--- src/hw/rtl/dnld_pkg.sv ---
// Shared types and constants for the day/night light detector.
// No dependencies; imported by every module of the block.
package dnld_pkg;

  // Fixed field widths of the item, result and register ports
  localparam int SAMPLE_W  = 10;
  localparam int ELAPSED_W = 16;
  localparam int ADDR_W    = 7;
  localparam int ROUTE_W   = 8;
  localparam int CODE_W    = 3;
  localparam int THRESH_W  = 10;
  localparam int DEBOUNCE_W = 32;
  localparam int CFG_DATA_W = 32;
  localparam int CFG_IDX_W  = 3;

  // Timing constants, in milliseconds
  localparam logic [31:0] START_DELAY_MS = 32'd11000;
  localparam logic [31:0] TOO_LONG_MS    = 32'd72000000;

  // Message queue depth (power of two)
  localparam int Q_DEPTH = 2;

  // Register indexes of the configuration port
  typedef enum logic [CFG_IDX_W-1:0] {
    REG_EVENING_THRESHOLD   = 3'd0,
    REG_MORNING_THRESHOLD   = 3'd1,
    REG_EVENING_DEBOUNCE_MS = 3'd2,
    REG_MORNING_DEBOUNCE_MS = 3'd3,
    REG_TARGET_ADDRESS      = 3'd4,
    REG_STATE_ROUTE         = 3'd5,
    REG_NIGHT_WORK_ROUTE    = 3'd6,
    REG_DAY_WORK_ROUTE      = 3'd7
  } reg_idx_t;

  // Configuration register file contents
  typedef struct packed {
    logic [THRESH_W-1:0]   evening_threshold;
    logic [THRESH_W-1:0]   morning_threshold;
    logic [DEBOUNCE_W-1:0] evening_debounce_ms;
    logic [DEBOUNCE_W-1:0] morning_debounce_ms;
    logic [ADDR_W-1:0]     target_address;
    logic [ROUTE_W-1:0]    state_route;
    logic [ROUTE_W-1:0]    night_work_route;
    logic [ROUTE_W-1:0]    day_work_route;
  } cfg_t;

  // One queue entry: all notifications caused by one item (one or two)
  typedef struct packed {
    logic [ADDR_W-1:0]  addr;
    logic [ROUTE_W-1:0] route0;
    logic [CODE_W-1:0]  code0;
    logic [ROUTE_W-1:0] route1;
    logic [CODE_W-1:0]  code1;
    logic               two;
  } msg_t;

endpackage

--- src/hw/rtl/dnld_front.sv ---
// Front end: accepts items, runs the day/night mode machine and timer,
// and builds at most one message entry per item. Depends on dnld_pkg.
module dnld_front
  import dnld_pkg::*;
#(
  parameter int SENSOR_BITS = 10,
  parameter int TIMER_BITS  = 32
) (
  input  logic                 clk,
  input  logic                 rst,
  input  cfg_t                 cfg,
  input  logic                 in_valid,
  output logic                 in_ready,
  input  logic [SAMPLE_W-1:0]  light_sample,
  input  logic [ELAPSED_W-1:0] elapsed_ms,
  input  logic                 poke,
  input  logic                 hold,
  input  logic                 q_ready,
  output logic                 q_push,
  output msg_t                 q_msg
);

  localparam int SB = (SENSOR_BITS < SAMPLE_W) ? SENSOR_BITS : SAMPLE_W;
  localparam logic [SAMPLE_W-1:0] SAMPLE_MASK = SAMPLE_W'((64'd1 << SB) - 64'd1);
  localparam int CW = (TIMER_BITS > 32) ? TIMER_BITS : 32;

  typedef enum logic [CODE_W-1:0] {
    M_START     = 3'd0,
    M_DAY       = 3'd1,
    M_EVE       = 3'd2,
    M_NIGHTWORK = 3'd3,
    M_NIGHT     = 3'd4,
    M_MORN      = 3'd5,
    M_DAYWORK   = 3'd6,
    M_FAIL      = 3'd7
  } mode_t;

  mode_t                 mode, mode_next;
  logic [TIMER_BITS-1:0] timer, timer_next;
  logic                  fail_reported, fail_reported_next;

  logic                  xfer;
  logic [SAMPLE_W-1:0]   sample;
  logic [TIMER_BITS:0]   sum;
  logic [TIMER_BITS-1:0] t;
  logic [CW-1:0]         tx;
  logic                  a_req, b_req, a_ok, b_ok;
  logic [ROUTE_W-1:0]    a_route;
  logic [CODE_W-1:0]     a_code;

  assign in_ready = q_ready;
  assign xfer     = in_valid & q_ready;
  assign sample   = light_sample & SAMPLE_MASK;

  // Saturating timer update
  assign sum = {1'b0, timer} + (TIMER_BITS + 1)'(elapsed_ms);
  assign t   = sum[TIMER_BITS] ? '1 : sum[TIMER_BITS-1:0];
  assign tx  = CW'(t);

  // One step of the mode machine; decisions use the timer before restart
  always_comb begin
    mode_next          = mode;
    timer_next         = t;
    fail_reported_next = fail_reported;
    a_req   = 1'b0;
    a_route = cfg.state_route;
    a_code  = mode;
    b_req   = 1'b0;
    if (!hold) begin
      if (poke) begin
        a_req = 1'b1;
        if (mode == M_FAIL) begin
          mode_next          = M_START;
          fail_reported_next = 1'b0;
        end
      end else begin
        unique case (mode)
          M_START: begin
            if (tx > CW'(START_DELAY_MS)) begin
              mode_next  = (sample > cfg.evening_threshold) ? M_DAY : M_NIGHT;
              a_req      = 1'b1;
              a_code     = (sample > cfg.evening_threshold) ? M_DAY : M_NIGHT;
              timer_next = '0;
            end
          end
          M_DAY: begin
            if (sample < cfg.evening_threshold) begin
              mode_next  = M_EVE;
              a_req      = 1'b1;
              a_code     = M_EVE;
              timer_next = '0;
            end
            if (tx > CW'(TOO_LONG_MS)) begin
              mode_next          = M_FAIL;
              b_req              = 1'b1;
              fail_reported_next = 1'b0;
              timer_next         = '0;
            end
          end
          M_EVE: begin
            if (sample < cfg.evening_threshold) begin
              if (tx > CW'(cfg.evening_debounce_ms)) begin
                mode_next  = M_NIGHTWORK;
                a_req      = 1'b1;
                a_code     = M_NIGHT;
                timer_next = '0;
              end
            end else begin
              mode_next  = M_DAY;
              a_req      = 1'b1;
              a_code     = M_DAY;
              timer_next = '0;
            end
          end
          M_NIGHTWORK: begin
            mode_next = M_NIGHT;
            a_req     = 1'b1;
            a_route   = cfg.night_work_route;
            a_code    = M_NIGHTWORK;
          end
          M_NIGHT: begin
            if (sample > cfg.morning_threshold) begin
              mode_next  = M_MORN;
              a_req      = 1'b1;
              a_code     = M_MORN;
              timer_next = '0;
            end
            if (tx > CW'(TOO_LONG_MS)) begin
              mode_next          = M_FAIL;
              b_req              = 1'b1;
              fail_reported_next = 1'b0;
              timer_next         = '0;
            end
          end
          M_MORN: begin
            if (sample > cfg.morning_threshold) begin
              if (tx > CW'(cfg.morning_debounce_ms)) begin
                mode_next  = M_DAYWORK;
                a_req      = 1'b1;
                a_code     = M_DAY;
                timer_next = '0;
              end
            end else begin
              mode_next  = M_NIGHT;
              a_req      = 1'b1;
              a_code     = M_NIGHT;
              timer_next = '0;
            end
          end
          M_DAYWORK: begin
            mode_next = M_DAY;
            a_req     = 1'b1;
            a_route   = cfg.day_work_route;
            a_code    = M_DAYWORK;
          end
          M_FAIL: begin
            // fail is reported once, then latched even if messages are off
            a_req              = ~fail_reported;
            a_code             = M_FAIL;
            fail_reported_next = 1'b1;
          end
          default: ;
        endcase
      end
    end
  end

  // Drop disabled messages and pack the survivors to the front
  assign a_ok = a_req && (cfg.target_address != '0) && (a_route != '0);
  assign b_ok = b_req && (cfg.target_address != '0) && (cfg.state_route != '0);

  always_comb begin
    q_msg.addr   = cfg.target_address;
    q_msg.route0 = a_ok ? a_route : cfg.state_route;
    q_msg.code0  = a_ok ? a_code : M_FAIL;
    q_msg.route1 = cfg.state_route;
    q_msg.code1  = M_FAIL;
    q_msg.two    = a_ok & b_ok;
  end

  assign q_push = xfer & (a_ok | b_ok);

  // Mode, timer and fail flag
  always_ff @(posedge clk) begin
    if (rst) begin
      mode          <= M_START;
      timer         <= '0;
      fail_reported <= 1'b0;
    end else if (xfer) begin
      mode          <= mode_next;
      timer         <= timer_next;
      fail_reported <= fail_reported_next;
    end
  end

  // A held item never changes the mode
  a_hold_keeps_mode: assert property (@(posedge clk) disable iff (rst)
    xfer && hold |=> mode == $past(mode))
    else $error("mode changed on a held item");

  // A plain step in fail always leaves the flag set
  a_fail_latched: assert property (@(posedge clk) disable iff (rst)
    xfer && !hold && !poke && mode == M_FAIL |=> fail_reported)
    else $error("fail flag not set after fail step");

endmodule

--- src/hw/rtl/dnld_queue.sv ---
// Small flop-based queue of message entries between front and back end.
// Depends on dnld_pkg (msg_t, Q_DEPTH).
module dnld_queue
  import dnld_pkg::*;
(
  input  logic clk,
  input  logic rst,
  input  logic push,
  input  msg_t push_msg,
  output logic not_full,
  input  logic pop,
  output logic not_empty,
  output msg_t pop_msg
);

  localparam int AW = (Q_DEPTH > 1) ? $clog2(Q_DEPTH) : 1;
  localparam int NW = $clog2(Q_DEPTH + 1);

  msg_t          mem [Q_DEPTH];
  logic [AW-1:0] wr_ptr, rd_ptr;
  logic [NW-1:0] count;

  assign not_full  = (count != NW'(Q_DEPTH));
  assign not_empty = (count != '0);
  assign pop_msg   = mem[rd_ptr];

  // Entry storage
  always_ff @(posedge clk) begin
    if (push) begin
      mem[wr_ptr] <= push_msg;
    end
  end

  // Pointers and fill count
  always_ff @(posedge clk) begin
    if (rst) begin
      wr_ptr <= '0;
      rd_ptr <= '0;
      count  <= '0;
    end else begin
      if (push) wr_ptr <= wr_ptr + AW'(1);
      if (pop)  rd_ptr <= rd_ptr + AW'(1);
      count <= count + NW'(push) - NW'(pop);
    end
  end

  a_count_bound: assert property (@(posedge clk) disable iff (rst)
    count <= NW'(Q_DEPTH))
    else $error("queue count above depth");

endmodule

--- src/hw/rtl/dnld_back.sv ---
// Back end: takes message entries from the queue and sends them out one
// notification per transfer through an output register. Depends on dnld_pkg.
module dnld_back
  import dnld_pkg::*;
(
  input  logic               clk,
  input  logic               rst,
  input  logic               q_valid,
  input  msg_t               q_msg,
  output logic               q_pop,
  output logic               out_valid,
  input  logic               out_ready,
  output logic [ADDR_W-1:0]  dest_address,
  output logic [ROUTE_W-1:0] dest_route,
  output logic [CODE_W-1:0]  reported_state,
  output logic               last
);

  msg_t cur;
  logic busy;
  logic beat;
  logic done;

  assign out_valid      = busy;
  assign dest_address   = cur.addr;
  assign dest_route     = beat ? cur.route1 : cur.route0;
  assign reported_state = beat ? cur.code1 : cur.code0;
  assign last           = beat | ~cur.two;

  assign done  = busy & out_ready & last;
  assign q_pop = q_valid & (~busy | done);

  // Current entry register
  always_ff @(posedge clk) begin
    if (q_pop) begin
      cur <= q_msg;
    end
  end

  // Beat sequencing
  always_ff @(posedge clk) begin
    if (rst) begin
      busy <= 1'b0;
      beat <= 1'b0;
    end else if (q_pop) begin
      busy <= 1'b1;
      beat <= 1'b0;
    end else if (done) begin
      busy <= 1'b0;
      beat <= 1'b0;
    end else if (busy && out_ready) begin
      beat <= 1'b1;
    end
  end

  // The first of two notifications is always followed by the closing one
  a_second_follows: assert property (@(posedge clk) disable iff (rst)
    out_valid && out_ready && !last |=> out_valid && last)
    else $error("second notification missing");

endmodule

--- src/hw/rtl/day_night_light_detector.sv ---
// Day/night light detector: top level with configuration registers,
// front end, message queue and back end. Depends on dnld_pkg and submodules.
//
// Takes one light item per cycle whenever the two-entry message queue has
// room; the mode machine and saturating timer settle each item in the
// accepting cycle. Each item gives zero, one or two notifications; only items
// with at least one enter the queue, and they are sent one per transfer from
// the output register, so the sustained rate is set by the output and its
// ready. The first notification of an item passes through the queue entry
// and then the current-entry register before it is offered.
// Configuration writes take effect at the next edge.
module day_night_light_detector
  import dnld_pkg::*;
#(
  parameter int SENSOR_BITS = 10,
  parameter int TIMER_BITS  = 32
) (
  input  logic                  clk,
  input  logic                  rst,
  input  logic                  cfg_we,
  input  logic [CFG_IDX_W-1:0]  cfg_index,
  input  logic [CFG_DATA_W-1:0] cfg_data,
  input  logic                  in_valid,
  output logic                  in_ready,
  input  logic [SAMPLE_W-1:0]   light_sample,
  input  logic [ELAPSED_W-1:0]  elapsed_ms,
  input  logic                  poke,
  input  logic                  hold,
  output logic                  out_valid,
  input  logic                  out_ready,
  output logic [ADDR_W-1:0]     dest_address,
  output logic [ROUTE_W-1:0]    dest_route,
  output logic [CODE_W-1:0]     reported_state,
  output logic                  last
);

  cfg_t cfg;
  logic q_push, q_not_full, q_pop, q_not_empty;
  msg_t push_msg, pop_msg;

  // Configuration registers; each keeps only its own width
  always_ff @(posedge clk) begin
    if (rst) begin
      cfg.evening_threshold   <= THRESH_W'(40);
      cfg.morning_threshold   <= THRESH_W'(80);
      cfg.evening_debounce_ms <= DEBOUNCE_W'(900000);
      cfg.morning_debounce_ms <= DEBOUNCE_W'(900000);
      cfg.target_address      <= '0;
      cfg.state_route         <= '0;
      cfg.night_work_route    <= '0;
      cfg.day_work_route      <= '0;
    end else if (cfg_we) begin
      unique case (reg_idx_t'(cfg_index))
        REG_EVENING_THRESHOLD:   cfg.evening_threshold   <= cfg_data[THRESH_W-1:0];
        REG_MORNING_THRESHOLD:   cfg.morning_threshold   <= cfg_data[THRESH_W-1:0];
        REG_EVENING_DEBOUNCE_MS: cfg.evening_debounce_ms <= cfg_data[DEBOUNCE_W-1:0];
        REG_MORNING_DEBOUNCE_MS: cfg.morning_debounce_ms <= cfg_data[DEBOUNCE_W-1:0];
        REG_TARGET_ADDRESS:      cfg.target_address      <= cfg_data[ADDR_W-1:0];
        REG_STATE_ROUTE:         cfg.state_route         <= cfg_data[ROUTE_W-1:0];
        REG_NIGHT_WORK_ROUTE:    cfg.night_work_route    <= cfg_data[ROUTE_W-1:0];
        REG_DAY_WORK_ROUTE:      cfg.day_work_route      <= cfg_data[ROUTE_W-1:0];
        default: ;
      endcase
    end
  end

  dnld_front #(
    .SENSOR_BITS (SENSOR_BITS),
    .TIMER_BITS  (TIMER_BITS)
  ) u_front (
    .clk          (clk),
    .rst          (rst),
    .cfg          (cfg),
    .in_valid     (in_valid),
    .in_ready     (in_ready),
    .light_sample (light_sample),
    .elapsed_ms   (elapsed_ms),
    .poke         (poke),
    .hold         (hold),
    .q_ready      (q_not_full),
    .q_push       (q_push),
    .q_msg        (push_msg)
  );

  dnld_queue u_queue (
    .clk       (clk),
    .rst       (rst),
    .push      (q_push),
    .push_msg  (push_msg),
    .not_full  (q_not_full),
    .pop       (q_pop),
    .not_empty (q_not_empty),
    .pop_msg   (pop_msg)
  );

  dnld_back u_back (
    .clk            (clk),
    .rst            (rst),
    .q_valid        (q_not_empty),
    .q_msg          (pop_msg),
    .q_pop          (q_pop),
    .out_valid      (out_valid),
    .out_ready      (out_ready),
    .dest_address   (dest_address),
    .dest_route     (dest_route),
    .reported_state (reported_state),
    .last           (last)
  );

endmodule
--- config.mk ---
export PLATFORM = sky130hd
export DESIGN_NAME = day_night_light_detector
export DESIGN_NICKNAME = d
export VERILOG_FILES = /design/src/hw/rtl/dnld_pkg.sv /design/src/hw/rtl/dnld_front.sv /design/src/hw/rtl/dnld_queue.sv /design/src/hw/rtl/dnld_back.sv /design/src/hw/rtl/day_night_light_detector.sv
export SDC_FILE = /design/constraint.sdc
export NUM_CORES = 1
export LEC_CHECK = 0
export ABC_AREA = 1
export BUFFER_PORTS_ARGS = -buffer_cell sky130_fd_sc_hd__buf_2
export CAP_MARGIN = 15
export CORE_ASPECT_RATIO = 0.9
export CORE_MARGIN = 2
export CORE_UTILIZATION = 60
export DETAILED_ROUTE_END_ITERATION = 10
export PLACE_DENSITY = 0.79
export SLEW_MARGIN = 20
export SYNTH_ARGS = -nofsm -noshare
export SYNTH_HDL_FRONTEND = slang
export SYNTH_SLANG_ARGS = --single-unit
--- constraint.sdc ---
create_clock -name clk -period 7.2 [get_ports clk]
set_input_delay 0.72 -clock clk [delete_from_list [all_inputs] [get_ports clk]]
set_output_delay 0.72 -clock clk [all_outputs]
set_load 0.1 [all_outputs]
# After elaboration in Yosys (flattened, before gate mapping)
# Memory sizes are Yosys's and may differ from the RTL's. A register that Yosys moved wholly into a read port is not among the register bits.
# Index checks and enable logic that the tools add are counted.
classes:
  addsub: 5
  order_cmp: 7
  n_eq_ne: 19
  muxes: 62
  n_bitwise: 13
  reduce_logical: 27
op_table:
  columns: ["cell", "n"]
  rows:
  - ["$mux 32", 12]
  - ["$pmux 32 s5", 1]
  - ["$gt 32x32->1", 2]
  - ["$mux 3", 20]
  - ["$add 32x16->33", 1]
  - ["$gt 32x14->1 const B", 1]
  - ["$gt 32x27->1 const B", 1]
  - ["$mux 8", 4]
  - ["$eq 3x3->1 const B", 8]
  - ["$pmux 3 s8", 1]
  - ["$reduce_bool 8->1", 3]
  - ["$pmux 3 s7", 1]
  - ["$gt 10x10->1", 2]
  - ["$mux 1", 20]
  - ["$pmux 8 s2", 1]
  - ["$reduce_and 2->1", 8]
  - ["$eq 3x2->1 const B", 4]
  - ["$lt 10x10->1", 1]
  - ["$ne 4x4->1 const B", 2]
  - ["$pmux 1 s7", 1]
  - ["$reduce_bool 7->1", 1]
  - ["$and 1x1->1", 6]
  - ["$eq 3x1->1 const B", 2]
  - ["$logic_not 3->1", 2]
  - ["15 further kinds", 28]
word_totals:
  regBits: 160
  ram_bits: 54
  input_bits: 68
  output_inout_bits: 21
  elab_cells: 151
  mem_count: 1
mem_list:
  columns: ["name", "depth", "word_bits", "read_ports", "rd_clocked_by_memory_dff", "write_ports", "line", "rtl"]
  rows:
  - ["u_queue.mem", 2, 27, 1, 1, 1, "dnld_queue.sv:19", "msg_t mem [Q_DEPTH];"]

# Depth between registers and ports, before layout
depth:
  ltp_word: 14
  depth_mapped: 35
  depth_no_buf: 34

# Cells and area by module
# From an unflattened synthesis, not the netlist that was laid out.
unflattened:
  hier_cells: 2051
  area_unflattened_um2: 15135.8
by_module_without_submodules:
  columns: ["mod", "n_inst", "cells_each", "area_each_um2", "seq_area_each_um2"]
  rows:
  - ["dnld_front", 1, 1202, 6977.9, 720.7]
  - ["day_night_light_detector", 1, 639, 4449.3, 2302.2]
  - ["dnld_queue", 1, 124, 2509.9, 1901.8]
  - ["dnld_back", 1, 86, 1198.6, 940.9]

# Worst setup path before layout
# No wires, ideal clock.
synth_timing:
  path_kind: "in2reg"
  start: "input elapsed_ms[0]"
  end: "memory u_queue.mem[0][0] (netlist name), enable pin"
  setup_ns: 0.411
  t_arrival_ns: 4.915
  required_time_ns: 6.789
  slack_ns: 1.874
  stages: 31
  path_buffers: 2
  path_cell_list: "ha_1 fa_1 nand2_1 nand2_1 nand3_1 nand2_1 nand2_2 nand2_4 nand2_4 buf_6 buf_6 nand2_1 ha_1 inv_1 nor2_1 nor2_1 o21ai_0 a21oi_1 o21ai_0 nand2_1 nand2_1 nand2_1 nand2_1 nand2_1 nand3_1 nor2_1 nand3_1 nand2_2 nand2_2 nand2_1 nor2_1"
synth_via:
  elab_chain_cells: 14
  word_cells_on_any_way: 26
  classes_between: "1 x add/sub; 4 x order compare; 15 x mux; 2 x bitwise; 4 x reduce/logical"
synth_lines:
  columns: ["item", "line", "rtl"]
  rows:
  - ["start, declared", "day_night_light_detector.sv:26", "input logic [ELAPSED_W-1:0] elapsed_ms,"]
  - ["$add 32x16->33 (*)", "dnld_front.sv:56", "assign sum = {1'b0, timer} + (TIMER_BITS + 1)'(elapsed_ms);"]
  - ["$mux 32 (*)", "dnld_front.sv:57", "assign t = sum[TIMER_BITS] ? '1 : sum[TIMER_BITS-1:0];"]
  - ["$gt 32x32->1, on equally long branches", "dnld_front.sv:137, dnld_front.sv:102", null]
  - ["$mux 1, on equally long branches", "dnld_front.sv:137, dnld_front.sv:102", null]
  - ["$mux 1, on equally long branches", "dnld_front.sv:136, dnld_front.sv:101", null]
  - ["$pmux 1 s7", "dnld_front.sv:77", "unique case (mode)"]
  - ["$mux 1", "dnld_front.sv:70", "if (poke) begin"]
  - ["$mux 1", "dnld_front.sv:69", "if (!hold) begin"]
  - ["$logic_and 1x1->1 (2 in a row)", "dnld_front.sv:169", "assign a_ok = a_req && (cfg.target_address != '0) && (a_route != '0);"]
  - ["$or 1x1->1 (*)", "dnld_front.sv:181", "assign q_push = xfer & (a_ok | b_ok);"]
  - ["$and 1x1->1 (*)", "dnld_front.sv:181", null]
  - ["$mux 1 (*)", "dnld_queue.sv:29", "if (push) begin"]
  - ["$mux 1 (not written as such) (*)", "dnld_queue.sv:30", "mem[wr_ptr] <= push_msg;"]
  - ["end, declared", "dnld_queue.sv:19", null]
# Mark *: on every way between the ends. The rest lies on a longest branch, timed or not.

# Worst setup path after layout
layout_timing:
  start: "input elapsed_ms[0]"
  end: "memory u_queue.mem[1][6] (netlist name), enable pin"
# The elaborated chain is that of the path after synthesis.

==> flow_summary.ini <==
[outcome]
status = complete, no violations

[power]
p_leak_uw = 0.00706
p_per_area_nw_per_um2 = 295
vdd_drop_max_mv = 0.471

[worst_hold_path]
hold_end = cfg[43]
min_path_type = input pin to flop
hp-start = cfg_data[12]
whs_path_depth = 3

[timing]
hold_viol = 0
max_clock_freq_ghz = 0.180
setup_ws_ps = 1650
setup_tns_ps = 0
maxSlewViolCount = 0
hold_slack_ps = 421
fin_crit_sh_pct = 77.0
setup_viol = 0
maxSlewHeadroom_pct = 26.6
tightest_slew_ps = 1100
fin_crit_ps = 5550
clock-skew-final_ps = 9.71
grt_setup_unrepaired = false

[setup_path]
cp.required_ps = 7350
critical_path_buf_inv_count = 2
worstRegToRegCells = 27
timing.rr.start = u_front.timer[0]
path_max_fanout = 34
startpoint_type = input pin
crit_type = input pin to flop
crit_start = elapsed_ms[0]
cpMaxStageDelayCell = inv_1
worstPathArrival_ps = 5690
worstReg2RegEnd = u_queue.mem[1][6]
slowest_delay_ps = 790
crit_path_end_kind = flop
r2r_slack_ps = 1660
critPathMostFrequentCell = nand2_1
crit_family = simple AND/OR/NAND/NOR gates

[yosys]
netlist_area_sq_um = 13800
ys_async_sr_fraction_pct = 0
ys_seq_elements = 238
synthesis.nets = 2067
syn_area_per_cell_sq_um = 7.27
ys_seq_area_share_pct = 40.4
yosysWarnings = 0
synth_cell_types = 41
synthFlopType = dfxtp_1
synth_edf_count = 81
netlist_instances = 1896

[clock_network]
cts_resized = 0
cts_tree = done
cts_hold_buf = 0
clkTransAtPathRegs_ps = 60
clock_sinks = 238
numCtsBuffers = 26
clockBufferDepth = 3
h-tree-depth = 1
root_buffer = clkbuf_16
clk-insertion-delay-late_ps = 530
post_cts_buffers = 0

[finish]
nNetsFinal = 2123
final_layout_size_suffix_gt1_share_pct = 8.58
layoutNonFillerInstCount = 2266
areaGrowthSynthToFinish_pct = 10.0
diodes = 0

[route]
routed_via_density = 5.62
post_drt_wl_per_cell_microns = 16.6
firstDrtPassIters = 6
drt_iter0_drc = 1464
routed_wl_microns = 37600
via_count = 12700
ant_nets = 0
drcViolationCount = 0

[grt]
grt_pass1_vias = 11300
grt_util_all_layers_pct = 30.9
antenna_found_initial = 1
grt-ovfl-total = 0
grt_max_degree = 121
grt_pass1_wl_microns = 59300

[floorplan]
fp.dieH_microns = 148
fp.dieW_microns = 164
dieArea_sq_um = 24200
rows = 52
start_util_pct = 61.3
io_pins = 89
core_sq_um = 22500

[placed_design]
dp_cells = 2221
pre_cts_ws_ps = 1170
gp_congestion = 0.921
portBuffers = 88
dp_hpwl_microns = 27700

[job]
maxCapViolations = 0
how the worst max path moves through the flow:
| stage | endpoint | slack [ps] | cells past startpoint |
|---|---|---|---|
| floorplan | u_queue.mem[0][0] | 1870 | 31 |
| global placement | u_queue.mem[1][6] | 1410 | 28 |
| detailed placement | u_queue.mem[1][6] | 1170 | 28 |
| CTS | u_queue.mem[1][18] | 1700 | 28 |
| global route | u_queue.mem[1][6] | 1140 | 27 |
| finish | u_queue.mem[1][6] | 1650 | 28 |
stage by stage:
step	area, sq um	utilization [%]	total power [uW]
3_5_place_dp	14300	63.6	3150
5_1_grt	15200	67.4	4690
2_1_floorplan	13800	-	2830
3_3_place_gp	14300	63.6	3120
4_1_cts	15200	67.4	4460
6_report	15200	67.4	4470
per-layer routing:
layer  track usage [%]  wire (microns)
met5                 0              12
met4              5.00             522
met3              4.80            3780
met2              44.4           15300
met1              49.6           17900
final cells by class:
cell class / count / area [sq um]
tap: 297 / 372
clock inverter: 14 / 134
fill: 1971 / 7340
clock buffer: 31 / 711
multi-input combinational: 1328 / 6910
inverter: 265 / 995
timing repair buffer: 93 / 478
sequential: 238 / 5580
layout by cell type (no fill, tap or decap), drive strengths merged, types with 14 or more instances in the layout:
cell type / instances
a21oi: 165
ha: 102
o21ai: 140
nand4: 23
nor2: 174
o211ai: 30
inv: 260
buf: 93
nand2: 495
clkbuf: 31
nand3: 144
dfxtp: 157
nor3: 14
edfxtp: 81
synth_stat cells (11+ instances only):
library cell,count,area share [%]
dfxtp_1,157,23
o211ai_1,30,1.6
edfxtp_1,81,18
a21oi_1,163,5.9
nand3_2,11,0.80
nand3_1,133,4.8
nor3_1,14,0.51
nor2_1,170,4.6
o21ai_0,130,4.7
clkbuf_1,46,1.3
nand2_1,485,13
ha_1,102,9.3
nand4_1,23,1.0
inv_1,260,7.1
where the power goes:
part / switching, uW / internal [uW] / leakage [uW]
clock network: 545 / 773 / 0.000403
registers: 76.7 / 1560 / 0.00202
logic: 1170 / 350 / 0.00463
worst register-to-register path, stage by stage (launching register included):
cell	delay, ps
dfxtp_1	330
ha_1	260
fa_1	450
nand2_1	120
nand2_1	80
nand3_1	90
nand2_1	100
nand2_2	110
nand2_4	100
nand2_4	330
nand3_1	270
ha_1	370
nand2_1	70
nor2_1	120
nand4_1	150
nor4_1	400
nand2_1	130
nand2_1	90
nand2_1	90
nand2_1	70
nand2_1	60
nand3_1	60
nor2_1	50
nand3_1	90
nand2_2	180
nand2_2	130
nand3_1	90
inv_1	790
state kept, by name (all words and copies together) (netlist names):
signal and cells:
cfg 115, u_back.beat 1, u_back.cur 20, u_back.dest_address 7
u_back.out_valid 1, u_front.fail_reported 1, u_front.mode 3, u_front.timer 32
u_queue.count 2, u_queue.mem 54, u_queue.rd_ptr 1, u_queue.wr_ptr 1
logic make-up (layout without fill, tap and decap cells):
family	after synthesis	in the layout	synth area share, %
AOI/OAI and AO/OA	354	354	13.8
and+or+nand+nor	863	863	26.4
DFF	238	238	40.4
xor gates and xnor gates	8	8	0.508
adders and majority gates	103	103	9.40
buffers and inverters	330	403	9.50
Power figures use the tool's default switching activity.
